### config.mk
export PLATFORM = sky130hd
export DESIGN_NAME = rce_exp_step
export DESIGN_NICKNAME = d
export VERILOG_FILES = /design/src/rce_pkg.sv /design/src/rce_exp_step.sv
export SDC_FILE = /design/constraint.sdc
export NUM_CORES = 1
export LEC_CHECK = 0
export CAP_MARGIN = 20
export CORE_AREA = 2 2 257 259
export CTS_CLUSTER_DIAMETER = 30
export DETAILED_ROUTE_END_ITERATION = 10
export DIE_AREA = 0 0 259 261
export DONT_BUFFER_PORTS = 1
export PLACE_DENSITY = 0.55
export SLEW_MARGIN = 25
export SYNTH_ARGS = -nofsm -noshare
export SYNTH_HDL_FRONTEND = slang
export SYNTH_SLANG_ARGS = --single-unit
### constraint.sdc
create_clock -name clock -period 9.9 [get_ports clock]
set_clock_uncertainty 0.05 [all_clocks]
set_input_delay 0.495 -clock clock [delete_from_list [all_inputs] [get_ports clock]]
set_output_delay 0.495 -clock clock [all_outputs]
set_load 0.1 [all_outputs]
### src/rce_pkg.sv
package rce_pkg;

   // Fixed-point fraction bits of slope, shift, exponent, x and y; m and p use 30.
   localparam int FRAC_BITS = 16;

   // Curve kinds.
   localparam logic [1:0] KIND_LINEAR = 2'd0;
   localparam logic [1:0] KIND_POWER  = 2'd1;
   localparam logic [1:0] KIND_LOGIST = 2'd2;
   localparam logic [1:0] KIND_EXP    = 2'd3;

   // Register indexes on the csr port.
   localparam logic [1:0] CSR_KIND     = 2'd0;
   localparam logic [1:0] CSR_SLOPE    = 2'd1;
   localparam logic [1:0] CSR_SHIFT    = 2'd2;
   localparam logic [1:0] CSR_EXPONENT = 2'd3;

   localparam logic signed [31:0] Q_MAX     = 32'sh7FFF_FFFF;
   localparam logic signed [31:0] Q_MIN     = 32'sh8000_0000;
   localparam logic signed [31:0] ONE_Q     = 32'sd1 <<< FRAC_BITS;
   localparam logic signed [31:0] LOG2E_Q30 = 32'sd1549082005;

   // Everything one item carries down the pipeline; each stage updates some fields.
   typedef struct packed {
      logic [1:0]         kind;
      logic               neg;
      logic               zero;
      logic signed [31:0] a;
      logic [4:0]         n;
      logic [30:0]        m;
      logic [15:0]        frac;
      logic signed [31:0] t;
      logic [30:0]        p;
      logic signed [64:0] prod;
      logic signed [31:0] y;
      logic [31:0]        den;
      logic [32:0]        rem;
      logic [16:0]        quo;
   } item_type;

   // Saturate a wide signed value to the 32-bit signed range.
   function automatic logic signed [31:0] sat_q(input logic signed [64:0] v);
      logic signed [31:0] r;
      if (v > 65'(Q_MAX)) begin
         r = Q_MAX;
      end else if (v < 65'(Q_MIN)) begin
         r = Q_MIN;
      end else begin
         r = v[31:0];
      end
      return r;
   endfunction

   // 2^(2^-idx) with 30 fraction bits, built by repeated truncating square roots.
   function automatic logic [31:0] root_q30(input int idx);
      logic [63:0] cur;
      logic [63:0] v;
      logic [63:0] r;
      logic [63:0] bit_v;
      cur = 64'd1 << 31;
      for (int i = 1; i <= idx; i++) begin
         v     = cur << 30;
         r     = 64'd0;
         bit_v = 64'd1 << 62;
         for (int j = 0; j < 32; j++) begin
            if (v >= r + bit_v) begin
               v = v - (r + bit_v);
               r = (r >> 1) + bit_v;
            end else begin
               r = r >> 1;
            end
            bit_v = bit_v >> 2;
         end
         cur = r;
      end
      return cur[31:0];
   endfunction

endpackage

### src/rce_exp_step.sv
// One bit of the fractional power of two: multiply by 2^(2^-STEP) when that bit is set.
module rce_exp_step
   import rce_pkg::*;
#(
   parameter int STEP = 1
) (
   input  logic     clock,
   input  logic     reset,
   input  logic     adv,
   input  logic     in_vld,
   input  item_type in_item,
   output logic     out_vld,
   output item_type out_item
);

   localparam int          FB   = FRAC_BITS - STEP;
   localparam logic [31:0] ROOT = root_q30(STEP);

   logic        vld_ff;
   item_type    item_ff;
   item_type    item_in;
   logic [62:0] pr;

   // Truncating Q30 product with the root constant.
   always_comb begin
      item_in = in_item;
      pr      = 63'(in_item.p) * 63'(ROOT);
      if (in_item.t[FB]) begin
         item_in.p = pr[60:30];
      end
   end

   always_ff @(posedge clock) begin
      if (reset) begin
         vld_ff <= 1'b0;
      end else if (adv) begin
         vld_ff <= in_vld;
      end
   end

   always_ff @(posedge clock) begin
      if (adv) begin
         item_ff <= item_in;
      end
   end

   assign out_vld  = vld_ff;
   assign out_item = item_ff;

endmodule

==> reports/results.ini <==
[placement]
placed_area_um2 = 28500
port_buffers = 0
dp_hpwl_mm = 92.1
gp_congestion = 0.987

[critical_path]
crit_required_ns = 10.21
arrival_ns = 7.27
crit_slowest_cell = a2111oi_2
path_cells = ha_1, fa_1, fa_1, inv_1, fa_1, inv_1, fa_1, fa_1, fa_1, inv_1, fa_1, inv_1, ha_1, and4_1, o21a_1, a21oi_1, a2111oi_2, o31ai_2, a21oi_2, o21ai_1, o21bai_1, xor2_1, mux2_2
setup.worst_path.start_class = input port
crit_top_cell = fa_1
crit_fanout = 13
critical-path-top-delay-family = adder cells
crit_type = in2reg
end_kind = flop
critical_path_buf_inv_count = 4
cpPeakStageDelay_ns = 0.68

[synth]
yosysWarnings = 0
synth_compound_area_share_pct = 4.38
synthCells = 1983
syn-mean-instance-area_um2 = 13.2
synthAdderAreaFrac_pct = 44.8
synth_xor_xnor_area_share_pct = 1.67
syn_nets = 3060
synth.area.mux_share_pct = 0.996
yosys.area_share.simple_pct = 2.41
dominantRegCellSynth = edfxtp_1
synth_edf_count = 330
yosys.area.top_type_share_pct = 37.7
ys_async_sr_fraction_pct = 0
synth_top_family_by_area = adder cells
synthTopCellsByCount = inv_1, ha_1, edfxtp_1, fa_1
yosysMostFrequentCell = inv_1
ys_seq_elements = 331
synth.area.top_cells = edfxtp_1, fa_1, ha_1
yosys.area.top_type = edfxtp_1
synth.distinct_cells = 61
seq_area_frac_synth_pct = 37.8
syn-cell-area_um2 = 26300

[sta]
max_freq_ghz = 0.144
rsz0062_at_grt = no
fin_crit_ns = 6.97
finalMaxSlewViolations = 0
whs_ns = 0.0378
worst_pin_slew_ns = 1.23
finalHoldViolCount = 0
slew_headroom_pct = 17.9
setup_viol = 0
tns_ns = 0
finalCritPeriodShare_pct = 70.4

[clocking]
clockBufferDepth = 3
tritoncts.num_buffers = 76
cts_setup_buffers = 0
cts_tree = built
cts_sinks = 331
cts.clk_slew.worst_paths_ns = 0.04
ctsResizeCount = 0
clockRootBuffer = clkbuf_16
hold_buffers = 307
insertion_delay_ns = 0.61
cts_htree_levels = 3

[routing]
drt_drc_violations_left = 0
drt_iter0_drc = 2017
num_vias = 17900
drtAntennaViolNets = 0
via_per_inst = 5.28
drt_pass1_iterations = 5
wl_per_cell_um = 34.3
wl_mm = 117

[flow_run]
maxCapViolCount = 0

[global_routing]
use_met2_pct = 48.2
met1_usage_pct = 45.6
grt_most_used_layer = met2
grt-ovfl-total = 0
grt_antenna_before_repair = 13
grt_pass1_vias = 18500
met3_usage_pct = 17.6
grt_usage_pct = 34.2
grt_max_degree = 155
grt_pass1_wl_mm = 154

[floorplanning]
die_w_um = 259
num_io_pins = 665
core_area_um2 = 65000
num_rows = 94
start_util_pct = 40.4
die_area_um2 = 67600
die_y_um = 261

[hold_path]
hold_path.class = in2reg

[final_layout]
nFillCells = 5453
seq_area_um2 = 9930
layout-drive-gt1-share_pct = 10.6
final_area_um2 = 34400
finalNetCount = 3541
multi_input_area_um2 = 14300
area_growth_pct = 31.0

[outcome]
status = completed

==> placed cells by master (no fill, tap or decap), drive strengths merged, types with 3 or more instances in the layout <==
master       netlist  routed
a211oi             8       8
o211ai             3       3
o21ai             25      25
nor4               5       5
diode              0       7
o21bai             4       4
a21o              40      40
dlygate4sd3        0     302
edfxtp           330     330
nor3               6       6
xor2              27      27
nor2b              6       6
and2               9       9
and4               3       3
nor2              19      19
clkinv             0      31
buf                0     111
nand2             35      35
a31oi              3       3
o31ai              4       4
a2111oi            3       3
and3               5       5
nand2b             5       5
ha               413     413
xnor2             23      23
fa               330     330
o21a               4       4
clkinvlp           0      11
clkbuf            10      83
a211o              5       5
o311ai             3       3
a21oi             42      42
nand4             14      14
inv              544     550
bufinv             0       7
nand3              9       9
mux2              22      22
==> state kept, by name, indices dropped and copies added, names as in the netlist <==
name	cells
out_vld	1
out_item	330
==> cells by family (layout without fill, tap and decap cells) <==
family                     Yosys count  after routing
muxes                               23             23
DFF                                331            331
buffers and inverters              554           1095
other                                0              7
and+or+nand+nor                    123            123
xor gates and xnor gates            50             50
AOI/OAI and AO/OA                  159            159
adders and majority gates          743            743
==> cell type report <==
class                           count  share of cell area (%)
Multi-Input combinational cell   1098                    41.4
Clock buffer                       83                    5.60
Inverter                          544                    5.94
Tap cell                          864                    3.14
Clock inverter                     55                    1.85
Timing Repair Buffer              413                    13.1
Sequential cell                   331                    28.9
Antenna cell                        7                  0.0509
==> final timing paths <==
| path | from | end | slack (ns) | depth (start not counted) |
|---|---|---|---|---|
| min | in_item[206] | out_item[206] | 0.04 | 2 |
| min reg2reg | out_vld | out_vld | 1.51 | 3 |
| max | in_item[186] | out_item[201] | 2.93 | 23 |
| max reg2reg | out_vld | out_vld | 8.02 | 3 |
==> routing by layer <==
metal	vias to the layer above	routed length, um
li1	7518	-
met1	9312	48100
met2	952	48700
met3	125	16400
met4	4	3130
met5	-	197
==> worst reg2reg max path, delay by kind of cell, from the launching register on <==
family / cells / cell delay [ns]
muxes: 1 / 0.16
and+or+nand+nor: 1 / 0.12
buffers and inverters: 1 / 0.54
DFF: 1 / 0.95
==> metrics by stage <==
stage	worst slack, ns	utilization, %	std cells
3_3_place_gp	2.41	42.7	2897
4_1_cts	3.00	52.6	3378
5_1_grt	2.62	52.9	3393
6_report	2.93	52.9	3395
2_1_floorplan	2.98	-	1983
3_5_place_dp	2.35	43.8	2933
Power is left out: the tool's default activity adds up to more than one toggle a clock period on the data nets, which glitch-free logic cannot reach.
