## src/rce_pkg.sv

```systemverilog
package rce_pkg;

   // Fixed-point fraction bits of slope, shift, exponent, x and y; m and p use 30.
   localparam int FRAC_BITS = 16;

   // Curve kinds.
   localparam logic [1:0] KIND_LINEAR = 2'd0;
   localparam logic [1:0] KIND_POWER  = 2'd1;
   localparam logic [1:0] KIND_LOGIST = 2'd2;
   localparam logic [1:0] KIND_EXP    = 2'd3;

   // Register indexes on the csr port.
   localparam logic [1:0] CSR_KIND     = 2'd0;
   localparam logic [1:0] CSR_SLOPE    = 2'd1;
   localparam logic [1:0] CSR_SHIFT    = 2'd2;
   localparam logic [1:0] CSR_EXPONENT = 2'd3;

   localparam logic signed [31:0] Q_MAX     = 32'sh7FFF_FFFF;
   localparam logic signed [31:0] Q_MIN     = 32'sh8000_0000;
   localparam logic signed [31:0] ONE_Q     = 32'sd1 <<< FRAC_BITS;
   localparam logic signed [31:0] LOG2E_Q30 = 32'sd1549082005;

   // Everything one item carries down the pipeline; each stage updates some fields.
   typedef struct packed {
      logic [1:0]         kind;
      logic               neg;
      logic               zero;
      logic signed [31:0] a;
      logic [4:0]         n;
      logic [30:0]        m;
      logic [15:0]        frac;
      logic signed [31:0] t;
      logic [30:0]        p;
      logic signed [64:0] prod;
      logic signed [31:0] y;
      logic [31:0]        den;
      logic [32:0]        rem;
      logic [16:0]        quo;
   } item_type;

   // Saturate a wide signed value to the 32-bit signed range.
   function automatic logic signed [31:0] sat_q(input logic signed [64:0] v);
      logic signed [31:0] r;
      if (v > 65'(Q_MAX)) begin
         r = Q_MAX;
      end else if (v < 65'(Q_MIN)) begin
         r = Q_MIN;
      end else begin
         r = v[31:0];
      end
      return r;
   endfunction

   // 2^(2^-idx) with 30 fraction bits, built by repeated truncating square roots.
   function automatic logic [31:0] root_q30(input int idx);
      logic [63:0] cur;
      logic [63:0] v;
      logic [63:0] r;
      logic [63:0] bit_v;
      cur = 64'd1 << 31;
      for (int i = 1; i <= idx; i++) begin
         v     = cur << 30;
         r     = 64'd0;
         bit_v = 64'd1 << 62;
         for (int j = 0; j < 32; j++) begin
            if (v >= r + bit_v) begin
               v = v - (r + bit_v);
               r = (r >> 1) + bit_v;
            end else begin
               r = r >> 1;
            end
            bit_v = bit_v >> 2;
         end
         cur = r;
      end
      return cur[31:0];
   endfunction

endpackage

```

## src/rce_log_step.sv

```systemverilog
// One bit of the base-2 logarithm: square the mantissa and renormalise.
module rce_log_step
   import rce_pkg::*;
#(
   parameter int STEP = 1
) (
   input  logic     clock,
   input  logic     reset,
   input  logic     adv,
   input  logic     in_vld,
   input  item_type in_item,
   output logic     out_vld,
   output item_type out_item
);

   localparam int FB = FRAC_BITS - STEP;

   logic        vld_ff;
   item_type    item_ff;
   item_type    item_in;
   logic [61:0] sq;
   logic [31:0] m2;

   // Square, truncate to 30 fraction bits and fold back below 2.0.
   always_comb begin
      item_in = in_item;
      sq      = 62'(in_item.m) * 62'(in_item.m);
      m2      = sq[61:30];
      if (m2[31]) begin
         item_in.m        = m2[31:1];
         item_in.frac[FB] = 1'b1;
      end else begin
         item_in.m = m2[30:0];
      end
   end

   always_ff @(posedge clock) begin
      if (reset) begin
         vld_ff <= 1'b0;
      end else if (adv) begin
         vld_ff <= in_vld;
      end
   end

   always_ff @(posedge clock) begin
      if (adv) begin
         item_ff <= item_in;
      end
   end

   assign out_vld  = vld_ff;
   assign out_item = item_ff;

endmodule

```

## config.mk

```make
export PLATFORM = sky130hd
export DESIGN_NAME = rce_log_step
export DESIGN_NICKNAME = d
export VERILOG_FILES = /design/src/rce_pkg.sv /design/src/rce_log_step.sv
export SDC_FILE = /design/constraint.sdc
export NUM_CORES = 2
export LEC_CHECK = 0
export ABC_AREA = 1
export ABC_CLOCK_PERIOD_IN_PS = 16100
export BUFFER_PORTS_ARGS = -buffer_cell sky130_fd_sc_hd__buf_2
export CORE_MARGIN = 2
export CORE_UTILIZATION = 50
export DETAILED_ROUTE_END_ITERATION = 10
export GPL_TIMING_DRIVEN = 0
export PLACE_DENSITY = 0.72
export SLEW_MARGIN = 5
export SYNTH_ARGS = -nofsm -noshare
export SYNTH_HDL_FRONTEND = slang
export SYNTH_SLANG_ARGS = --single-unit
```

## constraint.sdc

```tcl
create_clock -name clock -period 16.1 [get_ports clock]
set_input_delay 3.22 -clock clock [delete_from_list [all_inputs] [get_ports clock]]
set_output_delay 3.22 -clock clock [all_outputs]
set_load 0.005 [all_outputs]
```

==> flow_metrics.py <==
metrics = {
    "status": {
        "run_status": "finished clean",
    },
    "clock_network": {
        "cts_hold_buf": 0,
        "cts_buffers": 39,
        "tritoncts": "built",
        "clk_latency_ns": 0.59,
        "post_cts_resized": 0,
        "cts-htree-levels": 2,
        "cts_sinks": 331,
        "path_clk_slew_ns": 0.06,
        "post_cts_buffers": 0,
        "root_buffer": "clkbuf_16",
        "clk_path_buf_depth": 3,
    },
    "placed_design": {
        "io_buffers": 662,
        "hpwl_um": 140000,
        "dp.cells": 5915,
        "finalWeightedCongestion": 1.07,
    },
    "global_route": {
        "grt_pass1_wl_um": 229000,
        "overflow": 0,
        "grt_max_degree": 118,
        "grt_pass1_vias": 32495,
        "grtUsageMet3": 0.138,
        "busiest_layer": "met2",
        "grtUsageMet1": 0.465,
        "met2_usage": 0.620,
        "grt_use_total": 0.410,
        "antenna_found_initial": 55,
    },
    "sta": {
        "fmax_mhz": 84.4,
        "post-route-min-period_ns": 11.85,
        "fin_crit_sh": 0.736,
        "rsz0062_at_grt": "no",
        "slew_viol_final": 0,
        "finalHoldViolCount": 0,
        "max_slew_margin": 0.0866,
        "finalSetupViolCount": 0,
        "tns_ns": 0,
        "tightest_slew_ns": 1.37,
        "worst_clock_skew_ns": 0,
    },
    "logic_synthesis": {
        "synth_edf_count": 330,
        "ys.flop_type": "edfxtp_1",
        "ys_warn_count": 0,
        "synthArstFlopShare": 0,
        "synth_cell_types": 39,
        "synthCells": 4201,
        "synth_area_um2": 39600,
        "ys_seq_area_frac": 0.251,
        "avgSynthCellArea_um2": 9.42,
        "synth_seq_cells": 331,
        "syn-num-nets": 5551,
    },
    "detailed_routing": {
        "wire_per_inst_um": 27.2,
        "firstDrtPassIters": 5,
        "drtAntennaViolNets": 0,
        "viasPerCell": 5.26,
        "remaining_drc_errors": 0,
        "vias": 31624,
        "wirelength_um": 164000,
        "drtIter0Drc": 3179,
    },
    "worst_setup_path": {
        "arrival_ns": 12.16,
        "slowest_stage": "buf_1",
        "cp-start-kind": "primary input",
        "critPathRequiredTime_ns": 16.41,
        "worst-setup-path-type": "in2reg",
        "path_max_fanout": 10,
        "critical_path.max_stage_delay_ns": 0.86,
        "cp-end-kind": "flop",
    },
    "layout": {
        "fillers": 7167,
        "final_cell_mix": "inv_1, nand2_1, fa_1",
        "areaGrowthSynthToFinish_pct": 15.2,
        "final_net_count": 6256,
        "mostFrequentLayoutCell": "inv_1",
        "final_layout_size_suffix_gt1_frac": 0.153,
        "layoutNonFillerInstCount": 6011,
    },
    "job": {
        "maxCapViolCount": 0,
    },
    "min_path": {
        "hold_class": "reg2reg",
    },
    "floorplanning": {
        "die_w_um": 285,
        "die-area_um2": 81400,
        "io_pins": 665,
        "core-area_um2": 78600,
        "fp.dieH_um": 285,
        "start_util": 0.503,
        "rows": 103,
    },
}
## critical path: cells and delay by family
| kind | cells | cell delay, ns |
|---|---|---|
| AND/OR/NAND/NOR | 13 | 2.01 |
| buffers and inverters | 9 | 2.48 |
| adder cells (fa/ha/maj) | 9 | 4.45 |
## layout make-up
cell class / count / area [um2] / area share
clock inverters: 25 / 277 / 0.00606
plain buffers: 101 / 425 / 0.00933
multi-input cells: 2422 / 24200 / 0.530
inverters: 1347 / 5060 / 0.111
repair buffers: 664 / 3380 / 0.0741
clock buffers: 47 / 1010 / 0.0221
flip-flops and latches: 331 / 9930 / 0.218
well taps: 1050 / 1310 / 0.0288
diodes: 24 / 60.1 / 0.00132
## metal layers
metal / part of all wire / up-vias
met1: 0.33 / 15536
met4: 0.11 / 16
li1: - / 13510
met5: 0.00080 / -
met3: 0.12 / 562
met2: 0.44 / 2000
## synthesized netlist by cell type (2+ instances only)
master	n	area [um2]
o21bai_1	11	82.6
inv_1	1342	5040
nand3b_1	3	22.5
buf_1	10	37.5
o21ai_0	14	70.1
nand3_1	67	335
nor4_1	4	25.0
nor2_1	103	387
inv_2	5	18.8
a21oi_1	56	280
xor2_1	21	184
or2_2	4	25.0
edfxtp_1	330	9910
nand2_2	11	68.8
fa_1	747	15000
clkbuf_1	84	315
xnor2_1	10	87.6
a21o_1	2	15.0
nor2_2	5	31.3
and3_1	2	12.5
a31o_2	2	17.5
nand4_1	14	87.6
buf_6	6	67.6
nand2_1	1057	3970
nor3_1	9	45.0
ha_1	269	3370
## per-stage QoR
step | util | cell area, um2 | hold slack (ns) | setup WS, ns
final | 0.580 | 45600 | 0.517 | 4.25
after global routing | 0.580 | 45600 | 0.547 | 4.14
after CTS | 0.579 | 45500 | 0.526 | 4.65
after detailed placement | 0.563 | 44300 | 0.509 | 4.05
after global placement | 0.562 | 44200 | 0.488 | 4.04
after floorplan | - | 39600 | 0.485 | 6.35
## state kept, by name, indices dropped and copies added, names as in the netlist
| name | count |
|---|---|
| out_item | 330 |
| out_vld | 1 |
## worst paths after layout
check | startpoint | to | slack [ns] | cells past startpoint
max | in_item[263] | out_item[262] | 4.25 | 31
min reg2reg | out_vld | out_vld | 0.52 | 2
max reg2reg | out_vld | out_vld | 15.51 | 2
min | out_vld | out_vld | 0.52 | 2
## cells by family after synthesis
family | after synthesis | synth area share
compound gates | 89 | 0.0125
xor+xnor | 31 | 0.00686
fa+ha+maj | 1016 | 0.463
buf+inv | 1448 | 0.139
flops | 331 | 0.251
mux | 1 | 0.000253
simple gates | 1285 | 0.128
Power is not shown: default switching activity piles up to over one toggle a cycle in this logic, so the estimate is an artifact.
