`src/rce_pkg.sv`:
```
package rce_pkg;

   // Fixed-point fraction bits of slope, shift, exponent, x and y; m and p use 30.
   localparam int FRAC_BITS = 16;

   // Curve kinds.
   localparam logic [1:0] KIND_LINEAR = 2'd0;
   localparam logic [1:0] KIND_POWER  = 2'd1;
   localparam logic [1:0] KIND_LOGIST = 2'd2;
   localparam logic [1:0] KIND_EXP    = 2'd3;

   // Register indexes on the csr port.
   localparam logic [1:0] CSR_KIND     = 2'd0;
   localparam logic [1:0] CSR_SLOPE    = 2'd1;
   localparam logic [1:0] CSR_SHIFT    = 2'd2;
   localparam logic [1:0] CSR_EXPONENT = 2'd3;

   localparam logic signed [31:0] Q_MAX     = 32'sh7FFF_FFFF;
   localparam logic signed [31:0] Q_MIN     = 32'sh8000_0000;
   localparam logic signed [31:0] ONE_Q     = 32'sd1 <<< FRAC_BITS;
   localparam logic signed [31:0] LOG2E_Q30 = 32'sd1549082005;

   // Everything one item carries down the pipeline; each stage updates some fields.
   typedef struct packed {
      logic [1:0]         kind;
      logic               neg;
      logic               zero;
      logic signed [31:0] a;
      logic [4:0]         n;
      logic [30:0]        m;
      logic [15:0]        frac;
      logic signed [31:0] t;
      logic [30:0]        p;
      logic signed [64:0] prod;
      logic signed [31:0] y;
      logic [31:0]        den;
      logic [32:0]        rem;
      logic [16:0]        quo;
   } item_type;

   // Saturate a wide signed value to the 32-bit signed range.
   function automatic logic signed [31:0] sat_q(input logic signed [64:0] v);
      logic signed [31:0] r;
      if (v > 65'(Q_MAX)) begin
         r = Q_MAX;
      end else if (v < 65'(Q_MIN)) begin
         r = Q_MIN;
      end else begin
         r = v[31:0];
      end
      return r;
   endfunction

   // 2^(2^-idx) with 30 fraction bits, built by repeated truncating square roots.
   function automatic logic [31:0] root_q30(input int idx);
      logic [63:0] cur;
      logic [63:0] v;
      logic [63:0] r;
      logic [63:0] bit_v;
      cur = 64'd1 << 31;
      for (int i = 1; i <= idx; i++) begin
         v     = cur << 30;
         r     = 64'd0;
         bit_v = 64'd1 << 62;
         for (int j = 0; j < 32; j++) begin
            if (v >= r + bit_v) begin
               v = v - (r + bit_v);
               r = (r >> 1) + bit_v;
            end else begin
               r = r >> 1;
            end
            bit_v = bit_v >> 2;
         end
         cur = r;
      end
      return cur[31:0];
   endfunction

endpackage

```
`src/rce_div_step.sv`:
```
// One quotient bit of the restoring divider used by the logistic curve.
module rce_div_step
   import rce_pkg::*;
#(
   parameter int BIT = 16
) (
   input  logic     clock,
   input  logic     reset,
   input  logic     adv,
   input  logic     in_vld,
   input  item_type in_item,
   output logic     out_vld,
   output item_type out_item
);

   logic        vld_ff;
   item_type    item_ff;
   item_type    item_in;
   logic [48:0] dsh;

   // Compare the remainder with the shifted divisor and subtract when it fits.
   always_comb begin
      item_in = in_item;
      dsh     = {17'd0, in_item.den} << BIT;
      if ({16'd0, in_item.rem} >= dsh) begin
         item_in.rem      = in_item.rem - dsh[32:0];
         item_in.quo[BIT] = 1'b1;
      end
   end

   always_ff @(posedge clock) begin
      if (reset) begin
         vld_ff <= 1'b0;
      end else if (adv) begin
         vld_ff <= in_vld;
      end
   end

   always_ff @(posedge clock) begin
      if (adv) begin
         item_ff <= item_in;
      end
   end

   assign out_vld  = vld_ff;
   assign out_item = item_ff;

endmodule

```
`config.mk`:
```
export PLATFORM = sky130hd
export DESIGN_NAME = rce_div_step
export DESIGN_NICKNAME = d
export VERILOG_FILES = /design/src/rce_pkg.sv /design/src/rce_div_step.sv
export SDC_FILE = /design/constraint.sdc
export NUM_CORES = 1
export LEC_CHECK = 0
export BUFFER_PORTS_ARGS = -buffer_cell sky130_fd_sc_hd__buf_2
export CORE_AREA = 2 2 260 262
export CTS_CLUSTER_SIZE = 30
export DETAILED_ROUTE_END_ITERATION = 10
export DIE_AREA = 0 0 262 264
export GPL_TIMING_DRIVEN = 0
export PLACE_DENSITY = 0.45
export SLEW_MARGIN = 20
export SYNTH_ARGS = -nofsm -noshare
export SYNTH_HDL_FRONTEND = slang
export SYNTH_SLANG_ARGS = --single-unit
```
`constraint.sdc`:
```
create_clock -name clock -period 3.4 [get_ports clock]
set_clock_uncertainty 0.15 [all_clocks]
set_input_delay 0.68 -clock clock [delete_from_list [all_inputs] [get_ports clock]]
set_output_delay 0.68 -clock clock [all_outputs]
set_load 0.01 [all_outputs]
```
==> results of run 1 <==
-- path summary, 6_finish.rpt --
check / depth (start not counted) / endpoint
setup / recovery: 12 / out_item[47]$_DFFE_PP_
hold reg to reg: 2 / out_vld$_SDFFE_PP0P_
setup reg to reg: 2 / out_vld$_SDFFE_PP0P_
hold / removal: 2 / out_vld$_SDFFE_PP0P_
-- through the flow --
stage	hold WS (ns)	setup TNS (ns)	utilization [%]	setup WS, ns	std cells
floorplan	0.378	0	-	0.00610	499
global placement	0.328	-1152.00	23.4	-3.58	2036
detailed placement	0.365	-9.07	23.6	-0.627	2039
CTS	0.0986	0	25.4	0.0207	2110
global route	0.110	0	25.5	0.267	2115
finish	0.143	0	25.5	0.309	2119
-- routing by layer --
layer | part of all wire, % | routed length [um]
met1 | 36 | 14300
met2 | 50 | 20100
met4 | 2.8 | 1120
met5 | 0.26 | 106
met3 | 11 | 4460
-- worst max-delay path: cells and delay by family --
kind	cells	cell delay, ns
mux	1	0.31
simple gates	1	0.19
buf+inv	4	0.49
compound gates	4	0.90
fa+ha+maj	2	0.66
-- cell usage in the layout, fill, tap and decap left out, types with 6 or more instances in the layout --
master and n:
a21oi_1 18, buf_2 664, clkbuf_1 9, clkbuf_16 40, clkinv_1 6, edfxtp_1 330, ha_1 17, inv_1 18
mux2_2 8, mux2_4 7, nand2_1 10, nor2_1 7, nor4_1 8, o21ai_0 8, xnor2_1 7, xor2_1 6
-- cell families (layout without fill, tap and decap cells) --
family,count (synthesis),count (layout),share of synthesized area (%)
XOR/XNOR,13,13,1.02
buffers and inverters,22,764,0.851
adder cells (fa/ha/maj),18,18,2.08
other,0,5,0
AND/OR/NAND/NOR,49,49,2.32
flip-flops,331,331,88.9
multiplexers,18,18,2.02
AO/OA/AOI/OAI,48,48,2.84
-- power breakdown --
group          switching (W)  internal [W]  leakage [nW]
logic               0.000596      0.000429          3.22
registers          0.0000793       0.00485          3.24
clock network        0.00175       0.00233         0.589
total                0.00242       0.00761          7.04
-- timing repair --
action | CTS | global route
buffers inserted | 0 | 4
resized for setup | 2 | 0
setup endpoints to repair | 7 | 7
pin swaps | 0 | 1
hold buffers | 0 | 0
-- final cells by class --
class / count / area (um2)
Antenna cell: 5 / 12.5
Buffer: 4 / 27.5
Clock buffer: 47 / 1030
Clock inverter: 24 / 209
Sequential cell: 331 / 9930
Fill cell: 6978 / 49600
Inverter: 18 / 67.6
Tap cell: 873 / 1090
Timing Repair Buffer: 671 / 3450
Multi-Input combinational cell: 146 / 1160
-- flip-flops by register name, summed over array words and instances (netlist names) --
name / count
out_vld: 1
out_item: 330
==> key figures, run 1 <==
Setup path
  – Crit-path max FO: 10
  – Worst Setup SP: in_item[33]
  – Setup crit end kind: flop
  – Critical path type: in2reg
  – Delay of the slowest critical-path stage: 0.43 ns
  – Slowest CP cell: fa_1
  – CP Data Required Time: 3.54 ns
  – Worst path arrival time: 3.23 ns
  – Reg-to-Reg Start: out_vld$_SDFFE_PP0P_
  – Reg2Reg Setup Slack: 2.66 ns
  – Critical path launch point type: input port
  – CP cell instances: buf_2 > inv_1 > ha_1 > fa_1 > nand2b_1 > a21o_1 > a311oi_2 > o21ai_1 > a211oi_4 > buf_4 > buf_8 > mux2_4

Die
  – DIE HEIGHT: 264 um
  – Placeable Area: 66,600 um2
  – # rows: 95
  – Initial Util: 16.8%
  – I/O pin count: 665
  – Die W: 262 um
  – Die Footprint: 69,200 um2

Clocking
  – Clk buf depth: 3
  – Sinks on Clock Net: 331
  – CTS clk-pin slew, worst paths: 0.06 ns
  – CTS tree: built
  – Inserted Clock Buffers: 40
  – Clk_lat worst skew: 0.54 ns
  – Root Driver: clkbuf_16
  – CTS H-tree lvls: 2

Route
  – DRT iter0 DRCs: 515
  – First-pass detailed-route iteration total: 4
  – Via/cell ratio: 3.54
  – Detail Route Antenna Nets: 0
  – Vias: 7,493
  – Drt wl/cell: 18.9 um
  – DRT Wirelength: 40.1 mm
  – Drc violations: 0

Synth
  – Number of synthesized flops with an enable pin: 330
  – Most frequent cell after synthesis: edfxtp_1
  – Synth Area per Inst: 22.4 um2
  – Post-synth top area cell: edfxtp_1
  – Unique masters post-synth: 41
  – Mapped Area: 11,200 um2
  – Seq cells post-synth: 331
  – Syn Inst Count: 499
  – Mapped Nets: 851
  – Top-area cell type share of the netlist area: 88.7%
  – Commonest cells post-synth: edfxtp_1 (330), a21oi_1 (18), inv_1 (18)
  – Warning count from the yosys run: 0
  – Ys async rst share: 0%
  – Post-synthesis sequential area ratio: 88.9%
  – Synth top area cells: edfxtp_1 (89%), ha_1 (1.9%), mux2_4 (0.94%)
  – Primary FF master, synth: edfxtp_1

Timing
  – Final number of max-transition violations: 0
  – Fmax: 324 MHz
  – Final hold violation count: 0
  – Slew HR: 47.7%
  – Worst-Margin Slew: 0.778 ns
  – Min cycle time layout: 3.09 ns
  – Unrepaired setup endpoints after global routing: false
  – Final Cycle Share: 90.9%
  – Final Setup Violations: 0

Worst hold path
  – Worst Hold Launch: reset
  – Hold WC Path Type: in2reg

Flow run
  – Max Cap Violations: 0

Finish
  – Final instance area: 17,000 um2
  – Area grow syn2layout: 51.9%
  – Share of post-route cells with drive strength above 1: 60.7%
  – Final #Nets: 1,564

Placement
  – DP HPWL: 31.8 mm
  – PortBufs: 664
  – DP Area: 15,700 um2
  – GP Congestion: 0.809

Global routing
  – GRT busiest layer: met2
  – Initial antenna violation count: 17
  – Largest net degree at the start of global routing: 103
  – Gr usage total: 10.9%
  – Total congestion overflow: 0
  – Met2 usage: 19.1%
  – Vias in the first global route: 7,835
  – Met1 Use GR: 11.5%
  – GRT met3 Usage: 4.89%
  – First-pass GRT wire length: 54.3 mm

Power and ir drop
  – Total power: 0.0100 W
  – IR drop worst, VDD: 0.363 mV
  – Cell Pwr Density: 591 nW/um2
  – Leak pwr: 7.04 nW

Run status
  – Status: complete, no violations
Note: power is estimated with default switching activity, not from simulation.
==> run 2: changes to the inputs <==
--- a/config.mk
+++ b/config.mk
@@ -12,6 +12,7 @@
 export DIE_AREA = 0 0 262 264
 export GPL_TIMING_DRIVEN = 0
 export PLACE_DENSITY = 0.45
+export RECOVER_POWER = 100
 export SLEW_MARGIN = 20
 export SYNTH_ARGS = -nofsm -noshare
 export SYNTH_HDL_FRONTEND = slang
==> key figures, run 2 (synthesis gave the netlist of run 1 again) <==
Flow run
  – Max Cap Violations: 1

Clocking
  – CTS H-tree lvls: 2
  – Sinks on Clock Net: 331
  – Inserted Clock Buffers: 40
  – CTS tree: built
  – Clk buf depth: 3
  – Clk_lat worst skew: 0.54 ns
  – CTS clk-pin slew, worst paths: 0.07 ns
  – Root Driver: clkbuf_16

Setup path
  – Critical path depth in cells: 12
  – Worst reg-to-reg path cell count: 2
  – Bufs and invs on worst path: 4
  – Slowest CP cell: fa_1
  – Delay of the slowest critical-path stage: 0.43 ns
  – Crit-path max FO: 10
  – Worst path arrival time: 3.36 ns
  – CP cell instances: buf_2 > inv_1 > ha_1 > fa_1 > nand2b_1 > a21o_1 > a311oi_1 > o21ai_0 > a211oi_4 > buf_4 > buf_8 > mux2_1
  – Critical path launch point type: input port
  – Critical path type: in2reg
  – Top Family by Delay on Critical Path: compound AO/OA/AOI/OAI gates
  – Setup crit end kind: flop
  – CP Data Required Time: 3.55 ns

Timing
  – Final Cycle Share: 94.4%
  – Final Setup Violations: 0
  – Final hold violation count: 0
  – Fmax: 311 MHz
  – Final number of max-transition violations: 56
  – Unrepaired setup endpoints after global routing: false
  – Slew HR: -3.28%
  – Worst-Margin Slew: 1.55 ns
  – Final setup TNS: 0 ns
  – Min cycle time layout: 3.21 ns

Finish
  – Fillers: 7,135
  – Most common cell after layout, fill and taps aside: clkbuf_1
  – Area of the multi-input gates: 1150 um2
  – FF+latch area: 9930 um2
  – Finished Layout Cells: 2,119
  – Most frequent cells in the layout: clkbuf_1 (392), edfxtp_1 (330), buf_2 (282)
  – Area grow syn2layout: 47.4%
  – Final #Nets: 1,564
  – Max reg flops: 330
  – Share of post-route cells with drive strength above 1: 29.7%

Die
  – Die Footprint: 69,200 um2
  – Placeable Area: 66,600 um2
  – Die W: 262 um
  – # rows: 95
  – Initial Util: 16.8%
  – I/O pin count: 665
  – DIE HEIGHT: 264 um

Route
  – Vias: 7,493
  – Via/cell ratio: 3.54
  – DRT iter0 DRCs: 522
  – Detail Route Antenna Nets: 0
  – DRT Wirelength: 40.3 mm
  – Drc violations: 0
  – Drt wl/cell: 19.0 um
  – First-pass detailed-route iteration total: 4

Global routing
  – Vias in the first global route: 7,835
  – Met2 usage: 19.1%
  – GRT met3 Usage: 4.89%
  – Largest net degree at the start of global routing: 103
  – Gr usage total: 10.9%
  – First-pass GRT wire length: 54.3 mm
  – Met1 Use GR: 11.5%
  – Initial antenna violation count: 15
  – Total congestion overflow: 0
  – GRT busiest layer: met2

Placement
  – Placed cells: 2,039
  – DP HPWL: 31.8 mm
  – GP Congestion: 0.809
  – PortBufs: 664

Worst hold path
  – Hold Crit Depth: 2
  – Hold WC Path Type: in2reg

Power and ir drop
  – Total power: 0.00996 W
  – Cell Pwr Density: 605 nW/um2
  – IR drop worst, VDD: 0.363 mV
  – Leak pwr: 5.98 nW

Run status
  – Failing checks: capacitance limit, slew limit
  – Status: finished, violations left
[run 2: cell count changes in the layout (fill, tap and decap cells not counted), sizes merged]
cell	change
clkbuf	+385
buf	-385
[run 2: final timing paths]
kind	to	startpoint	slack [ns]
hold reg to reg	out_vld$_SDFFE_PP0P_	out_vld$_SDFFE_PP0P_	0.36
setup reg to reg	out_vld$_SDFFE_PP0P_	out_vld$_SDFFE_PP0P_	2.66
hold / removal	out_vld$_SDFFE_PP0P_	reset	0.14
setup / recovery	out_item[42]$_DFFE_PP_	in_item[33]	0.19
[run 2: timing repair]
action	CTS	global route
buffers inserted	0	4
gates resized for setup	2	0
pin swaps	0	1
endpoints found under the hold margin	0	0
hold buffers	0	0
setup endpoints to repair	7	7
[run 2: metrics by stage]
stage               hold slack (ns)  instance area, um2  setup WS [ns]  utilization, %
floorplan                     0.378               11200        0.00610               -
global placement              0.328               15600          -3.58            23.4
detailed placement            0.365               15700         -0.627            23.6
CTS                          0.0986               16900         0.0207            25.4
global route                  0.110               16500          0.135            24.7
finish                        0.145               16500          0.189            24.7
[run 2: power breakdown]
group          total [W]  switching, W  internal [W]
sequential       0.00494     0.0000886       0.00485
combinational   0.000932      0.000597      0.000335
clock            0.00409       0.00176       0.00233
[run 2: layer usage]
layer  routed length [um]  share of wire [%]  vias up
met1                14300                 35     3572
met4                 1190                3.0       16
met2                20100                 50      384
met3                 4640                 12       86
met5                   94               0.23        -
li1                     -                  -     3435
[run 2: worst reg2reg max path, stage by stage, from the launching register on]
cell     delay (ns)
dfxtp_1        0.31
mux2i_1        0.13
nor2_1         0.06
[run 2: cell type report]
class                           instances  area share [%]
Tap cell                              873            6.63
Multi-Input combinational cell        146            6.99
Inverter                               18           0.410
Buffer                                  4           0.167
Timing Repair Buffer                  671            17.9
Clock inverter                         24            1.27
Sequential cell                       331            60.3
Antenna cell                            5          0.0760
Clock buffer                           47            6.24
==> run 3: changes to the inputs <==
--- a/config.mk
+++ b/config.mk
@@ -6,12 +6,12 @@
 export NUM_CORES = 1
 export LEC_CHECK = 0
 export BUFFER_PORTS_ARGS = -buffer_cell sky130_fd_sc_hd__buf_2
-export CORE_AREA = 2 2 260 262
+export CORE_AREA = 2 2 262 264
 export CTS_CLUSTER_SIZE = 30
 export DETAILED_ROUTE_END_ITERATION = 10
-export DIE_AREA = 0 0 262 264
+export DIE_AREA = 0 0 264 266
 export GPL_TIMING_DRIVEN = 0
-export PLACE_DENSITY = 0.45
+export PLACE_DENSITY = 0.44
 export RECOVER_POWER = 100
 export SLEW_MARGIN = 20
 export SYNTH_ARGS = -nofsm -noshare
==> constraint.sdc (replaced) <==
create_clock -name clock -period 3.1 [get_ports clock]
set_clock_uncertainty 0.15 [all_clocks]
set_input_delay 0.62 -clock clock [delete_from_list [all_inputs] [get_ports clock]]
set_output_delay 0.62 -clock clock [all_outputs]
set_load 0.01 [all_outputs]
==> key figures, run 3 (synthesis gave the netlist of run 1 again) <==
Finish
  – Max reg flops: 330
  – Most common cell after layout, fill and taps aside: clkbuf_1
  – Number of diodes: 0
  – Area grow syn2layout: 48.4%
  – Final #Nets: 1,563
  – Most frequent cells in the layout: clkbuf_1 (393), edfxtp_1 (330), buf_2 (283)
  – Share of post-route cells with drive strength above 1: 30.0%

Route
  – DRT iter0 DRCs: 455
  – First-pass detailed-route iteration total: 6
  – Drt wl/cell: 18.5 um
  – DRT Wirelength: 39.3 mm
  – Detail Route Antenna Nets: 0
  – Drc violations: 0
  – Vias: 7,602
  – Via/cell ratio: 3.58

Setup path
  – Critical path launch point type: input port
  – Worst reg-to-reg path cell count: 2
  – Worst path arrival time: 3.18 ns
  – CP Data Required Time: 3.25 ns
  – Critical path type: in2reg
  – Worst r2r dst: out_vld$_SDFFE_PP0P_
  – Reg2Reg Setup Slack: 2.36 ns
  – Crit-path max FO: 10
  – Setup crit end kind: flop
  – Reg-to-Reg Start: out_vld$_SDFFE_PP0P_

Clocking
  – Clk buf depth: 3
  – Sinks on Clock Net: 331
  – CTS clk-pin slew, worst paths: 0.06 ns
  – Inserted Clock Buffers: 40
  – Root Driver: clkbuf_16
  – CTS H-tree lvls: 2
  – Clk_lat worst skew: 0.54 ns
  – CTS tree: built

Placement
  – Post-place setup slack: -0.950 ns
  – PortBufs: 664
  – DP HPWL: 31.0 mm
  – GP Congestion: 0.832

Timing
  – Min cycle time layout: 3.03 ns
  – Final hold slack: 0.0843 ns
  – Final hold violation count: 0
  – Fmax: 330 MHz
  – Post-layout worst setup margin: 0.0708 ns
  – Final number of max-transition violations: 0
  – Worst-Margin Slew: 1.36 ns
  – Slew HR: 9.08%
  – Unrepaired setup endpoints after global routing: false
  – Final Cycle Share: 97.7%
  – Final Setup Violations: 0

Die
  – I/O pin count: 665
  – Placeable Area: 67,700 um2
  – Initial Util: 16.5%
  – Die Footprint: 70,200 um2
  – Die W: 264 um
  – DIE HEIGHT: 266 um
  – # rows: 96

Power and ir drop
  – IR drop worst, VDD: 0.358 mV
  – Cell Pwr Density: 670 nW/um2
  – Leak pwr: 6.03 nW

Worst hold path
  – Hold WC Path Type: in2reg
  – Hold Crit Depth: 2
  – Worst Hold Launch: reset
  – WHS Endpoint: out_vld$_SDFFE_PP0P_

Global routing
  – Largest net degree at the start of global routing: 103
  – First-pass GRT wire length: 54.3 mm
  – Gr usage total: 10.5%
  – Vias in the first global route: 7,836
  – Total congestion overflow: 0
  – Initial antenna violation count: 8

Run status
  – Status: complete, no violations

Flow run
  – Max Cap Violations: 0
==> run 3: cell types whose count changed in the layout (fill, tap and decap cells not counted), moves of 2 or more <==
cell        previous run  this run
clkbuf_8               0         2
inv_6                  4         1
clkinvlp_4             5         1
clkbuf_16             40        42
diode_2                5         0
==> run 3: timing repair <==
item | in CTS | in global routing
gates resized for setup | 2 | 0
pin swaps | 1 | 1
hold buffers | 0 | 0
setup buffers | 3 | 0
cloned | 0 | 0
setup endpoints to repair | 18 | 2
==> run 3: layer usage <==
layer | GRT usage [%] | up-vias | routed length, um
li1 | - | 3422 | -
met1 | 11.2 | 3700 | 14400
met2 | 18.7 | 395 | 20000
met3 | 4.59 | 71 | 3870
met4 | 2.96 | 14 | 906
met5 | 0 | - | 78
==> run 3: where the power goes <==
part	total, W	leakage (nW)	switching [W]	internal, W
Sequential	0.00542	3.24	0.0000981	0.00532
Clock	0.00465	0.632	0.00186	0.00279
Combinational	0.00103	2.16	0.000660	0.000370
==> run 3: how the worst max path moves through the flow <==
stage	to	startpoint
finish	out_item[45]$_DFFE_PP_	in_item[33]
global route	out_item[42]$_DFFE_PP_	in_item[33]
CTS	out_item[45]$_DFFE_PP_	in_item[33]
detailed placement	out_item[45]$_DFFE_PP_	in_item[18]
global placement	out_vld$_SDFFE_PP0P_	adv
floorplan	out_item[42]$_DFFE_PP_	in_item[33]
==> run 3: cell type report <==
| type | count | area [um2] |
|---|---|---|
| Buffer | 4 | 26.3 |
| Clock buffer | 55 | 1120 |
| Clock inverter | 18 | 183 |
| Fill cell | 7284 | 51200 |
| Inverter | 18 | 80.1 |
| Multi-Input combinational cell | 146 | 1180 |
| Sequential cell | 331 | 9930 |
| Tap cell | 882 | 1100 |
| Timing Repair Buffer | 670 | 2950 |
==> run 3: stage by stage <==
stage	instance area [um2]	total power, W	utilization [%]	setup TNS (ns)	cells
2_1_floorplan	11200	0.00587	-	-0.812	499
3_3_place_gp	15600	0.00668	23.1	-1214.97	2045
3_5_place_dp	15700	0.00666	23.2	-14.54	2048
4_1_cts	17100	0.0114	25.2	0	2124
5_1_grt	16600	0.0116	24.5	0	2124
6_report	16600	0.0111	24.5	0	2124
==> run 3: worst max-delay path, cell delays in order <==
cell,delay [ns]
buf_2,0.16
inv_12,0.04
ha_4,0.16
fa_2,0.37
nand2b_4,0.16
a21o_1,0.24
a311oi_2,0.32
o21ai_1,0.14
a211oi_4,0.30
buf_12,0.16
buf_8,0.18
mux2_4,0.33
